<file path="src/rtl/core/clen_pkg.sv">
// ----------------------------------------------------------------------------
// clen_pkg
// Shared character codes and helpers for the content-length deframer.
// ----------------------------------------------------------------------------
package clen_pkg;

    typedef logic [7:0] t_char;

    // line and field delimiters, digit and letter bounds, case offset
    localparam t_char CH_LF    = 8'h0A;
    localparam t_char CH_CR    = 8'h0D;
    localparam t_char CH_COLON = 8'h3A;
    localparam t_char CH_SP    = 8'h20;
    localparam t_char CH_TAB   = 8'h09;
    localparam t_char CH_VT    = 8'h0B;
    localparam t_char CH_FF    = 8'h0C;
    localparam t_char CH_ZERO  = 8'h30;
    localparam t_char CH_NINE  = 8'h39;
    localparam t_char CH_UC_A  = 8'h41;
    localparam t_char CH_UC_Z  = 8'h5A;
    localparam t_char CASE_OFS = 8'h20;

    // header name, lowercase
    localparam int unsigned KEY_LEN = 14;
    localparam int unsigned POS_W   = 4;

    function automatic t_char key_char(input logic [POS_W-1:0] pos);
        t_char ch;
        unique case (pos)
            4'd0:    ch = "c";
            4'd1:    ch = "o";
            4'd2:    ch = "n";
            4'd3:    ch = "t";
            4'd4:    ch = "e";
            4'd5:    ch = "n";
            4'd6:    ch = "t";
            4'd7:    ch = "-";
            4'd8:    ch = "l";
            4'd9:    ch = "e";
            4'd10:   ch = "n";
            4'd11:   ch = "g";
            4'd12:   ch = "t";
            4'd13:   ch = "h";
            default: ch = 8'h00;
        endcase
        return ch;
    endfunction

    function automatic logic is_space(input t_char c);
        return (c == CH_SP) || (c == CH_TAB) || (c == CH_LF) || (c == CH_VT) ||
               (c == CH_FF) || (c == CH_CR);
    endfunction

    function automatic logic is_digit(input t_char c);
        return (c >= CH_ZERO) && (c <= CH_NINE);
    endfunction

    function automatic t_char to_lower(input t_char c);
        return ((c >= CH_UC_A) && (c <= CH_UC_Z)) ? t_char'(c + CASE_OFS) : c;
    endfunction

endpackage

</file>
<file path="src/rtl/core/clen_hdr_parse.sv">
// ----------------------------------------------------------------------------
// clen_hdr_parse
// Header line parser: finds content-length values and the end of headers.
// ----------------------------------------------------------------------------
module clen_hdr_parse
    import clen_pkg::*;
#(
    parameter int unsigned LENGTH_WIDTH = 32
) (
    input  logic                    i_clk,
    input  logic                    i_rst_n,
    input  logic                    i_en,
    input  t_char                   i_char,
    output logic                    o_body_start,
    output logic [LENGTH_WIDTH-1:0] o_body_len
);

    typedef enum logic [2:0] {
        PH_NAME,
        PH_IGNORE,
        PH_SPACE,
        PH_DIGITS,
        PH_TAIL,
        PH_BAD
    } t_phase;

    localparam int unsigned WIDE_W = LENGTH_WIDTH + 4;

    t_phase                  r_phase,    n_phase;
    logic [POS_W-1:0]        r_name_pos, n_name_pos;
    logic                    r_name_ok,  n_name_ok;
    logic                    r_not_empty, n_not_empty;
    logic [LENGTH_WIDTH-1:0] r_msg_len,  n_msg_len;
    logic [LENGTH_WIDTH-1:0] r_acc,      n_acc;

    logic [WIDE_W-1:0]       acc_x10;
    logic                    end_hdr;
    logic                    start;
    t_char                   lc;

    // accumulator times ten plus digit, with headroom to detect overflow
    always_comb begin
        acc_x10 = (WIDE_W'(r_acc) << 3) + (WIDE_W'(r_acc) << 1)
                + WIDE_W'(i_char - CH_ZERO);
    end

    assign lc = to_lower(i_char);

    // next header state for one byte
    always_comb begin
        n_phase     = r_phase;
        n_name_pos  = r_name_pos;
        n_name_ok   = r_name_ok;
        n_not_empty = r_not_empty;
        n_msg_len   = r_msg_len;
        n_acc       = r_acc;
        end_hdr     = 1'b0;
        start       = 1'b0;
        if (i_char == CH_LF) begin
            end_hdr = ((r_phase == PH_NAME) && !r_not_empty) ||
                      (r_phase == PH_SPACE) || (r_phase == PH_BAD);
            if ((r_phase == PH_DIGITS) || (r_phase == PH_TAIL)) begin
                n_msg_len = r_acc;
            end
            if (end_hdr && (r_msg_len != '0)) begin
                start     = 1'b1;
                n_msg_len = '0;
            end
            // fresh line
            n_phase     = PH_NAME;
            n_name_pos  = '0;
            n_name_ok   = 1'b1;
            n_not_empty = 1'b0;
            n_acc       = '0;
        end else begin
            unique case (r_phase)
                PH_NAME: begin
                    if (i_char != CH_CR) begin
                        n_not_empty = 1'b1;
                    end
                    if (i_char == CH_COLON) begin
                        n_phase = (r_name_ok && (r_name_pos == POS_W'(KEY_LEN)))
                                ? PH_SPACE : PH_IGNORE;
                    end else if ((r_name_pos < POS_W'(KEY_LEN)) &&
                                 (lc == key_char(r_name_pos))) begin
                        n_name_pos = r_name_pos + 1'b1;
                    end else begin
                        n_name_ok = 1'b0;
                    end
                end
                PH_SPACE, PH_DIGITS: begin
                    if (is_digit(i_char)) begin
                        // accumulator is still zero when the first digit arrives
                        n_phase = PH_DIGITS;
                        if (acc_x10[WIDE_W-1:LENGTH_WIDTH] != '0) begin
                            n_phase = PH_BAD;
                        end else begin
                            n_acc = acc_x10[LENGTH_WIDTH-1:0];
                        end
                    end else if (r_phase == PH_DIGITS) begin
                        n_phase = PH_TAIL;
                    end else if (!is_space(i_char)) begin
                        n_phase = PH_BAD;
                    end
                end
                default: begin
                end
            endcase
        end
    end

    // header state registers
    always_ff @(posedge i_clk) begin
        if (!i_rst_n) begin
            r_phase     <= PH_NAME;
            r_name_pos  <= '0;
            r_name_ok   <= 1'b1;
            r_not_empty <= 1'b0;
            r_msg_len   <= '0;
            r_acc       <= '0;
        end else if (i_en) begin
            r_phase     <= n_phase;
            r_name_pos  <= n_name_pos;
            r_name_ok   <= n_name_ok;
            r_not_empty <= n_not_empty;
            r_msg_len   <= n_msg_len;
            r_acc       <= n_acc;
        end
    end

    assign o_body_start = i_en && start;
    assign o_body_len   = r_msg_len;

endmodule

</file>
<file path="src/rtl/core/content_length_deframer.sv">
// ----------------------------------------------------------------------------
// content_length_deframer
// Cuts a raw byte stream into message bodies framed by content-length headers.
// ----------------------------------------------------------------------------
// One byte is taken per cycle, back to back, while o_stall is low. Each byte
// passes an input register, then one pass of header-parse or body-count
// logic fills the result register. Header bytes give no item; each body
// byte gives one item, the last byte of a body flagged. Upstream is stalled
// only when a body byte is waiting and the result register is full and
// stalled downstream. Length values wider than LENGTH_WIDTH bits are bad.
module content_length_deframer
    import clen_pkg::*;
#(
    parameter int unsigned LENGTH_WIDTH = 32
) (
    input  logic  i_clk,
    input  logic  i_rst_n,
    input  logic  i_valid,
    output logic  o_stall,
    input  t_char i_data_byte,
    output logic  o_valid,
    input  logic  i_stall,
    output t_char o_payload_byte,
    output logic  o_last_byte
);

    logic                    r_s1_valid;
    t_char                   r_s1_byte;
    logic                    r_out_valid;
    t_char                   r_out_byte;
    logic                    r_out_last;
    logic                    r_in_body;
    logic [LENGTH_WIDTH-1:0] r_remain;

    logic                    out_free;
    logic                    s1_hold;
    logic                    s1_fire;
    logic                    body_fire;
    logic                    body_last;
    logic                    body_start;
    logic [LENGTH_WIDTH-1:0] body_len;

    // stage handshakes
    assign out_free  = !r_out_valid || !i_stall;
    assign s1_hold   = r_s1_valid && r_in_body && !out_free;
    assign s1_fire   = r_s1_valid && !s1_hold;
    assign body_fire = s1_fire && r_in_body;
    assign body_last = (r_remain == LENGTH_WIDTH'(1));

    // header parsing
    clen_hdr_parse #(
        .LENGTH_WIDTH (LENGTH_WIDTH)
    ) u_hdr (
        .i_clk        (i_clk),
        .i_rst_n      (i_rst_n),
        .i_en         (s1_fire && !r_in_body),
        .i_char       (r_s1_byte),
        .o_body_start (body_start),
        .o_body_len   (body_len)
    );

    // input register
    always_ff @(posedge i_clk) begin
        if (!i_rst_n) begin
            r_s1_valid <= 1'b0;
        end else if (!s1_hold) begin
            r_s1_valid <= i_valid;
        end
        if (!s1_hold) begin
            r_s1_byte <= i_data_byte;
        end
    end

    // body phase and byte count
    always_ff @(posedge i_clk) begin
        if (!i_rst_n) begin
            r_in_body <= 1'b0;
            r_remain  <= '0;
        end else if (body_fire) begin
            r_remain <= r_remain - 1'b1;
            if (body_last) begin
                r_in_body <= 1'b0;
            end
        end else if (body_start) begin
            r_in_body <= 1'b1;
            r_remain  <= body_len;
        end
    end

    // result register
    always_ff @(posedge i_clk) begin
        if (!i_rst_n) begin
            r_out_valid <= 1'b0;
        end else if (out_free) begin
            r_out_valid <= body_fire;
        end
        if (out_free && body_fire) begin
            r_out_byte <= r_s1_byte;
            r_out_last <= body_last;
        end
    end

    assign o_stall        = s1_hold;
    assign o_valid        = r_out_valid;
    assign o_payload_byte = r_out_byte;
    assign o_last_byte    = r_out_last;

`ifndef SYNTHESIS
    a_body_count_nonzero: assert property (@(posedge i_clk) disable iff (!i_rst_n)
        r_in_body |-> (r_remain != '0))
        else $error("body phase with zero bytes remaining");

    a_last_ends_body: assert property (@(posedge i_clk) disable iff (!i_rst_n)
        (body_fire && body_last) |=> !r_in_body)
        else $error("body did not end after its last byte");

    a_start_in_header: assert property (@(posedge i_clk) disable iff (!i_rst_n)
        body_start |-> (!r_in_body && (body_len != '0)))
        else $error("body start outside header phase or with zero length");

    a_stall_cause: assert property (@(posedge i_clk) disable iff (!i_rst_n)
        o_stall |-> (r_s1_valid && r_in_body && r_out_valid && i_stall))
        else $error("upstream stalled without a blocked body byte");
`endif

endmodule
</file>
<file path="config.mk">
export PLATFORM = sky130hd
export DESIGN_NAME = content_length_deframer
export DESIGN_NICKNAME = d
export VERILOG_FILES = /design/src/rtl/core/clen_pkg.sv /design/src/rtl/core/clen_hdr_parse.sv /design/src/rtl/core/content_length_deframer.sv
export SDC_FILE = /design/constraint.sdc
export NUM_CORES = 1
export LEC_CHECK = 0
export ABC_AREA = 1
export BUFFER_PORTS_ARGS = -buffer_cell sky130_fd_sc_hd__buf_2
export CORE_AREA = 2 2 146 162
export DETAILED_ROUTE_END_ITERATION = 8
export DIE_AREA = 0 0 148 164
export SLEW_MARGIN = 20
export SYNTH_ARGS = -nofsm -noshare
export SYNTH_HDL_FRONTEND = slang
export SYNTH_SLANG_ARGS = --single-unit
</file>
<file path="constraint.sdc">
create_clock -name i_clk -period 8.7 [get_ports i_clk]
set_input_delay 0.435 -clock i_clk [delete_from_list [all_inputs] [get_ports i_clk]]
set_output_delay 0.435 -clock i_clk [all_outputs]
set_load 0.005 [all_outputs]
</file>
=== After elaboration in Yosys (flattened, before gate mapping) ===
Memory sizes are Yosys's and may differ from the RTL's. A register that Yosys moved wholly into a read port is not among the register bits.
Cells that the tools add are included.

* Input port bits: 12
* Bits in registers: 125
* Output and inout port bits: 11
* Memories kept: 1
* ROM bits: 112
* Logic and storage cells: 131

{| class="wikitable"
|+ Memories
! name !! depth !! width !! rd ports !! clocked after Yosys merged registers in !! write ports !! RTL line !! RTL
|-
| (no name shown) || 16 || 7 || 1 || 1 || 0 || clen_pkg.sv:29 || <nowiki>unique case (pos)</nowiki>
|}

* Order comparisons: 5
* Add/subtract/negate cells: 6
* Equal/unequal tests: 21
* Reduce and logical (&&, ||, !) cells: 47
* Multiplexer cells: 38

{| class="wikitable"
|+ Operators with widths
! cell !! number
|-
| 32-bit 2-to-1 mux || 8
|-
| 8-bit by 4-bit == test with 1-bit output (second input constant) || 5
|-
| 35-bit by 33-bit adder with 36-bit output || 1
|-
| 36-bit adder || 1
|-
| 32-bit by 1-bit == test with 1-bit output (second input constant) || 1
|-
| 8-bit 2-to-1 mux || 4
|-
| 32-bit nonzero test || 1
|-
| 32-bit by 1-bit subtractor with 32-bit output (second input constant) || 1
|-
| 4-bit 2-to-1 mux || 6
|-
| 3-bit 2-to-1 mux || 6
|-
| 8-bit by 6-bit == test with 1-bit output (second input constant) || 2
|-
| 4-bit AND reduction || 4
|-
| 2-bit nonzero test || 7
|-
| 1-bit logical AND || 13
|-
| 1-bit 2-to-1 mux || 12
|-
| 1-bit logical OR || 9
|-
| 8-bit by 6-bit subtractor with 9-bit output (second input constant) || 1
|-
| 8-bit by 6-bit adder with 8-bit output (second input constant) || 1
|-
| 8-bit == test || 1
|-
| 8-bit by 6-bit >= comparator with 1-bit output (second input constant) || 1
|-
| 8-bit by 7-bit >= comparator with 1-bit output (second input constant) || 1
|-
| 8-bit by 6-bit less-or-equal comparator with 1-bit output (second input constant) || 1
|-
| 8-bit by 7-bit less-or-equal comparator with 1-bit output (second input constant) || 1
|-
| 2-bit by 1-bit != test with 1-bit output (second input constant) || 4
|-
| 17 further kinds || 25
|}

=== Depth between registers and ports, before layout ===
* Word-level depth: 12
* Depth in mapped cells: 25

=== Hierarchy ===
From an unflattened synthesis, not the netlist that was laid out.

* Cells, all modules: 1549
* Area total of the unflattened synthesis: 10193.5 um^2

{| class="wikitable"
|+ By module, submodules not included
! module !! times used !! seq. area each (um^2) !! area each (um^2) !! cells an instance
|-
| clen_hdr_parse || 1 || 1601.5 || 7181.9 || 1112
|-
| content_length_deframer || 1 || 1211.2 || 3011.6 || 437
|}

=== Worst setup path after synthesis ===
Ideal clock, no wire load.

* Path type: reg2reg
* From: reg r_s1_byte[4]
* To: reg u_hdr.r_acc[5]
* Data arrival time: 4700 ps
* Stages on the path, launching flop included: 20
* Data required time: 8584 ps
* Path slack: 3884 ps
* Cells stage by stage: edfxtp_1 > ha_1 > nor2_1 > fa_1 > ha_1 > a21oi_1 > inv_1 > a31oi_1 > nand2_2 > nand2_1 > nand2_2 > nand2_2 > nand2_1 > nand2_1 > nand2_2 > nor2_4 > nand3_4 > buf_4 > a21oi_1 > nor2_1

* Cells in the longest elaborated chain, start to end: 6

{| class="wikitable"
|+ RTL lines
! item !! RTL line !! RTL
|-
| start, declared || content_length_deframer.sv:28 || <nowiki>t_char r_s1_byte;</nowiki>
|-
| start signal, assigned || content_length_deframer.sv:70 || <nowiki>r_s1_byte <= i_data_byte;</nowiki>
|-
| 8-bit by 6-bit subtractor with 9-bit output || clen_hdr_parse.sv:44 || <nowiki>+ WIDE_W'(i_char - CH_ZERO);</nowiki>
|-
| 36-bit adder || clen_hdr_parse.sv:44 ||
|-
| 32-bit 2-to-1 mux || clen_hdr_parse.sv:95 || <nowiki>if (acc_x10[WIDE_W-1:LENGTH_WIDTH] != '0) begin</nowiki>
|-
| 32-bit 2-to-1 mux || clen_hdr_parse.sv:92 || <nowiki>if (is_digit(i_char)) begin</nowiki>
|-
| 32-bit 2-to-1 mux || clen_hdr_parse.sv:76 || <nowiki>unique case (r_phase)</nowiki>
|-
| 32-bit 2-to-1 mux || clen_hdr_parse.sv:59 || <nowiki>if (i_char == CH_LF) begin</nowiki>
|-
| end signal, assigned || clen_hdr_parse.sv:127 || <nowiki>r_acc <= n_acc;</nowiki>
|-
| end, declared || clen_hdr_parse.sv:34 || <nowiki>logic [LENGTH_WIDTH-1:0] r_acc, n_acc;</nowiki>
|}

Several ways; a longest one is shown, not always the timed one. The select of a mux whose other input is x is not followed.
A chain may end at the register's enable or synchronous reset.

=== Worst setup path in the final report ===
* From: reg r_s1_byte[4]
* To: reg u_hdr.r_acc[16]

The elaborated chain is that of the path after synthesis.

==> reports/metrics.yaml <==
status: "completed"
syn-cell-area_mm2: 0.009548
critPathMaxFanout: 61
whs_path_depth: 1
cts-root-buf: "clkbuf_16"
grt_pass1_wl_um: 40020
tightest_slew_ns: 1.021
ys_seq_area_share_pct: 29.46
critPathCaptureType: "flop"
multiInputGateArea_mm2: 0.005898
reg2reg_depth: 18
rsz0062_at_grt: "false"
worst_setup_path_start_kind: "flop"
async_reset_ff_share_pct: 0
grt_max_degree: 65
finalClockSkew_ns: 0.01473
ctsResizeCount: 0
routed.top_layer: "met4"
r2r_start: "r_s1_byte[4]"
avgSynthCellArea_um2: 7.094
drv_slew: 0
r2r_end: "u_hdr.r_acc[16]"
syn_inst: 1346
cts_made_buffers: 17
drive_gt1_share_pct: 9.838
ant_nets: 0
viasPerCell: 5.112
ys_ff_latch: 132
ir_worst_vdd_mv: 0.08951
drt_iter0_drc: 528
wire_per_inst_um: 14.54
period_share_pct: 55.34
holdCritPathClass: "in -> reg"
die_y_um: 164
final-seq-area_mm2: 0.002813
drc: 0
tns_ns: 0
critPathKind: "reg -> reg"
first_global_vias: 8004
drt_first_pass_iters: 5
critPathArrivalTime_ns: 5.13
reg2reg_slack_ns: 3.89
start_util_pct: 42.17
setup-violations-final: 0
hp-start: "i_data_byte[5]"
vias: 8496
io_pins: 23
clock.fmax_mhz: 207.7
syn_to_final_growth_pct: 9.212
routabilityCongestion: 0.9123
die_area_mm2: 0.02427
wl_met1_um: 12020
hold_buffers: 0
p_leak_nw: 5.045
grt_usage_pct: 20.41
slew_headroom_pct: 31.94
grt-ovfl-total: 0
path_clk_slew_ns: 0.07
min_to: "r_s1_byte[5]"
ctsHtreeMaxLevel: 4
core-area_mm2: 0.02264
final_cells: 1662
final_nets: 1445
cts_tree: "built"
place_inst: 1630
rows: 58
num_antenna_cells: 0
hold_violations: 0
wl_met2_um: 10820
cts_sinks: 132
cts_buffer_depth: 2
wl_met3_um: 726
power.density_mw_per_mm2: 133.9
dieWidth_um: 148
postCtsSetupBuffers: 0
max_cap_violations: 0
synthFlopType: "dfxtp_1"
fillers: 2342
routed_wirelength_um: 24170
yosysWarnings: 0
cp.required_ns: 9.01
io_buffers: 22
holdWs_ns: 0.1720
synth_edf_count: 17
hpwl_um: 18350
post-route-min-period_ns: 4.814
clk_latency_ns: 0.43
syn-num-nets: 1442
synth_cell_type_count: 51
antenna_found_initial: 0
==> kinds of logic (layout without fill, tap and decap cells) <==
family                   Yosys count  count (layout)  share of synthesized area [%]
buffers and inverters            211             227                          8.832
AO/OA/AOI/OAI                    227             227                          14.43
adder cells (fa/ha/maj)           84              84                          13.45
AND/OR/NAND/NOR                  669             669                          31.73
XOR/XNOR                          23              23                          2.110
flip-flops                       132             132                          29.46
==> cells in the final DEF (no fill, tap or decap), types with 31 or more instances in the layout <==
master | netlist | routed
dfxtp_1 | 115 | 115
nor2_1 | 194 | 193
inv_1 | 155 | 155
ha_1 | 53 | 53
a211oi_1 | 34 | 34
nand2_1 | 295 | 295
a21oi_1 | 90 | 89
nand3_2 | 31 | 31
nand3_1 | 74 | 74
fa_1 | 31 | 31
o21ai_0 | 33 | 33
==> report_power, final <==
part | switching, W | internal (W) | total, W
Sequential | 0.00000572 | 0.000620 | 0.000625
Clock | 0.000313 | 0.000378 | 0.000691
Combinational | 0.0000534 | 0.0000263 | 0.0000797
Total | 0.000373 | 0.00102 | 0.00140
==> critical path, cell delays in order, from the launching register on <==
cell and delay [ns]:
edfxtp_1 0.51, ha_1 0.32, nor2_2 0.13, buf_4 0.41, fa_1 0.52, ha_1 0.35
inv_1 0.09, o21bai_1 0.29, a21oi_1 0.07, nand2_1 0.13, nand2_1 0.08, nand2_2 0.14
nand3_2 0.10, nand3_2 0.09, nand2_2 0.07, nor2_4 0.24, nand3_4 0.67, a21oi_1 0.39
nor2_1 0.07
==> synth_stat cells (5+ instances only) <==
library cell | number | area (um2)
xnor2_1 | 13 | 113.9
a31oi_1 | 12 | 75.07
nor4_1 | 12 | 75.07
o311ai_0 | 5 | 43.79
fa_1 | 31 | 620.6
inv_2 | 12 | 45.04
a21oi_1 | 90 | 450.4
a211oi_1 | 34 | 255.2
buf_2 | 14 | 70.07
o21ai_1 | 11 | 55.05
nor3_1 | 13 | 65.06
buf_1 | 6 | 22.52
o21ai_0 | 33 | 165.2
nor2_4 | 5 | 56.30
nand3b_1 | 5 | 37.54
clkbuf_1 | 18 | 67.56
o211ai_1 | 15 | 112.6
nand2_1 | 295 | 1107
nand3_1 | 74 | 370.4
ha_1 | 53 | 663.1
a21o_1 | 5 | 37.54
nor2_1 | 194 | 728.2
dfxtp_1 | 115 | 2302
xor2_1 | 10 | 87.58
inv_1 | 155 | 581.8
nand4_1 | 18 | 112.6
nand3_2 | 31 | 310.3
edfxtp_1 | 17 | 510.5
nand2_2 | 11 | 68.82
==> metal layers <==
layer / vias to the layer above / global-route usage [%]
met5: - / 0
met4: 0 / 7.489
met3: 38 / 2.722
met2: 131 / 32.01
met1: 3861 / 28.72
li1: 4466 / -
==> area by class of cell <==
type / instances / area share [%]
multi-input combinational: 1003 / 56.56
sequential: 132 / 26.97
inverter: 167 / 6.012
clock buffer: 17 / 4.080
tap: 300 / 3.600
timing repair buffer: 28 / 1.488
clock inverter: 15 / 1.284
==> worst max-delay path by stage <==
stage          slack [ns]          from              end
6_report             3.89  r_s1_byte[4]  u_hdr.r_acc[16]
5_1_grt              3.54  r_s1_byte[4]  u_hdr.r_acc[21]
4_1_cts              3.89  r_s1_byte[4]  u_hdr.r_acc[16]
3_5_place_dp         3.93  r_s1_byte[4]  u_hdr.r_acc[16]
3_3_place_gp         3.94  r_s1_byte[4]  u_hdr.r_acc[27]
2_1_floorplan        3.88  r_s1_byte[4]   u_hdr.r_acc[5]
==> through the flow <==
stage	util, %	instance area [um2]	power (W)	setup slack [ns]
floorplan	-	9548	0.0006962	3.884
CTS	46.05	10430	0.001409	3.888
global route	46.05	10430	0.001445	3.541
finish	46.05	10430	0.001396	3.886
global placement	43.58	9868	0.0007185	3.938
detailed placement	43.58	9868	0.0007184	3.932
==> state kept, by name, indices dropped and copies added, names as in the netlist, named ones only <==
| name | count |
|---|---|
| r_remain | 32 |
| u_hdr.o_body_len | 32 |
| u_hdr.r_acc | 32 |
| o_payload_byte | 8 |
| r_s1_byte | 8 |
| u_hdr.r_name_pos | 4 |
| u_hdr.r_phase | 3 |
| o_last_byte | 1 |
| o_valid | 1 |
| r_in_body | 1 |
| r_s1_valid | 1 |
| u_hdr.r_name_ok | 1 |
| u_hdr.r_not_empty | 1 |
(Power assumes the default switching activity.)
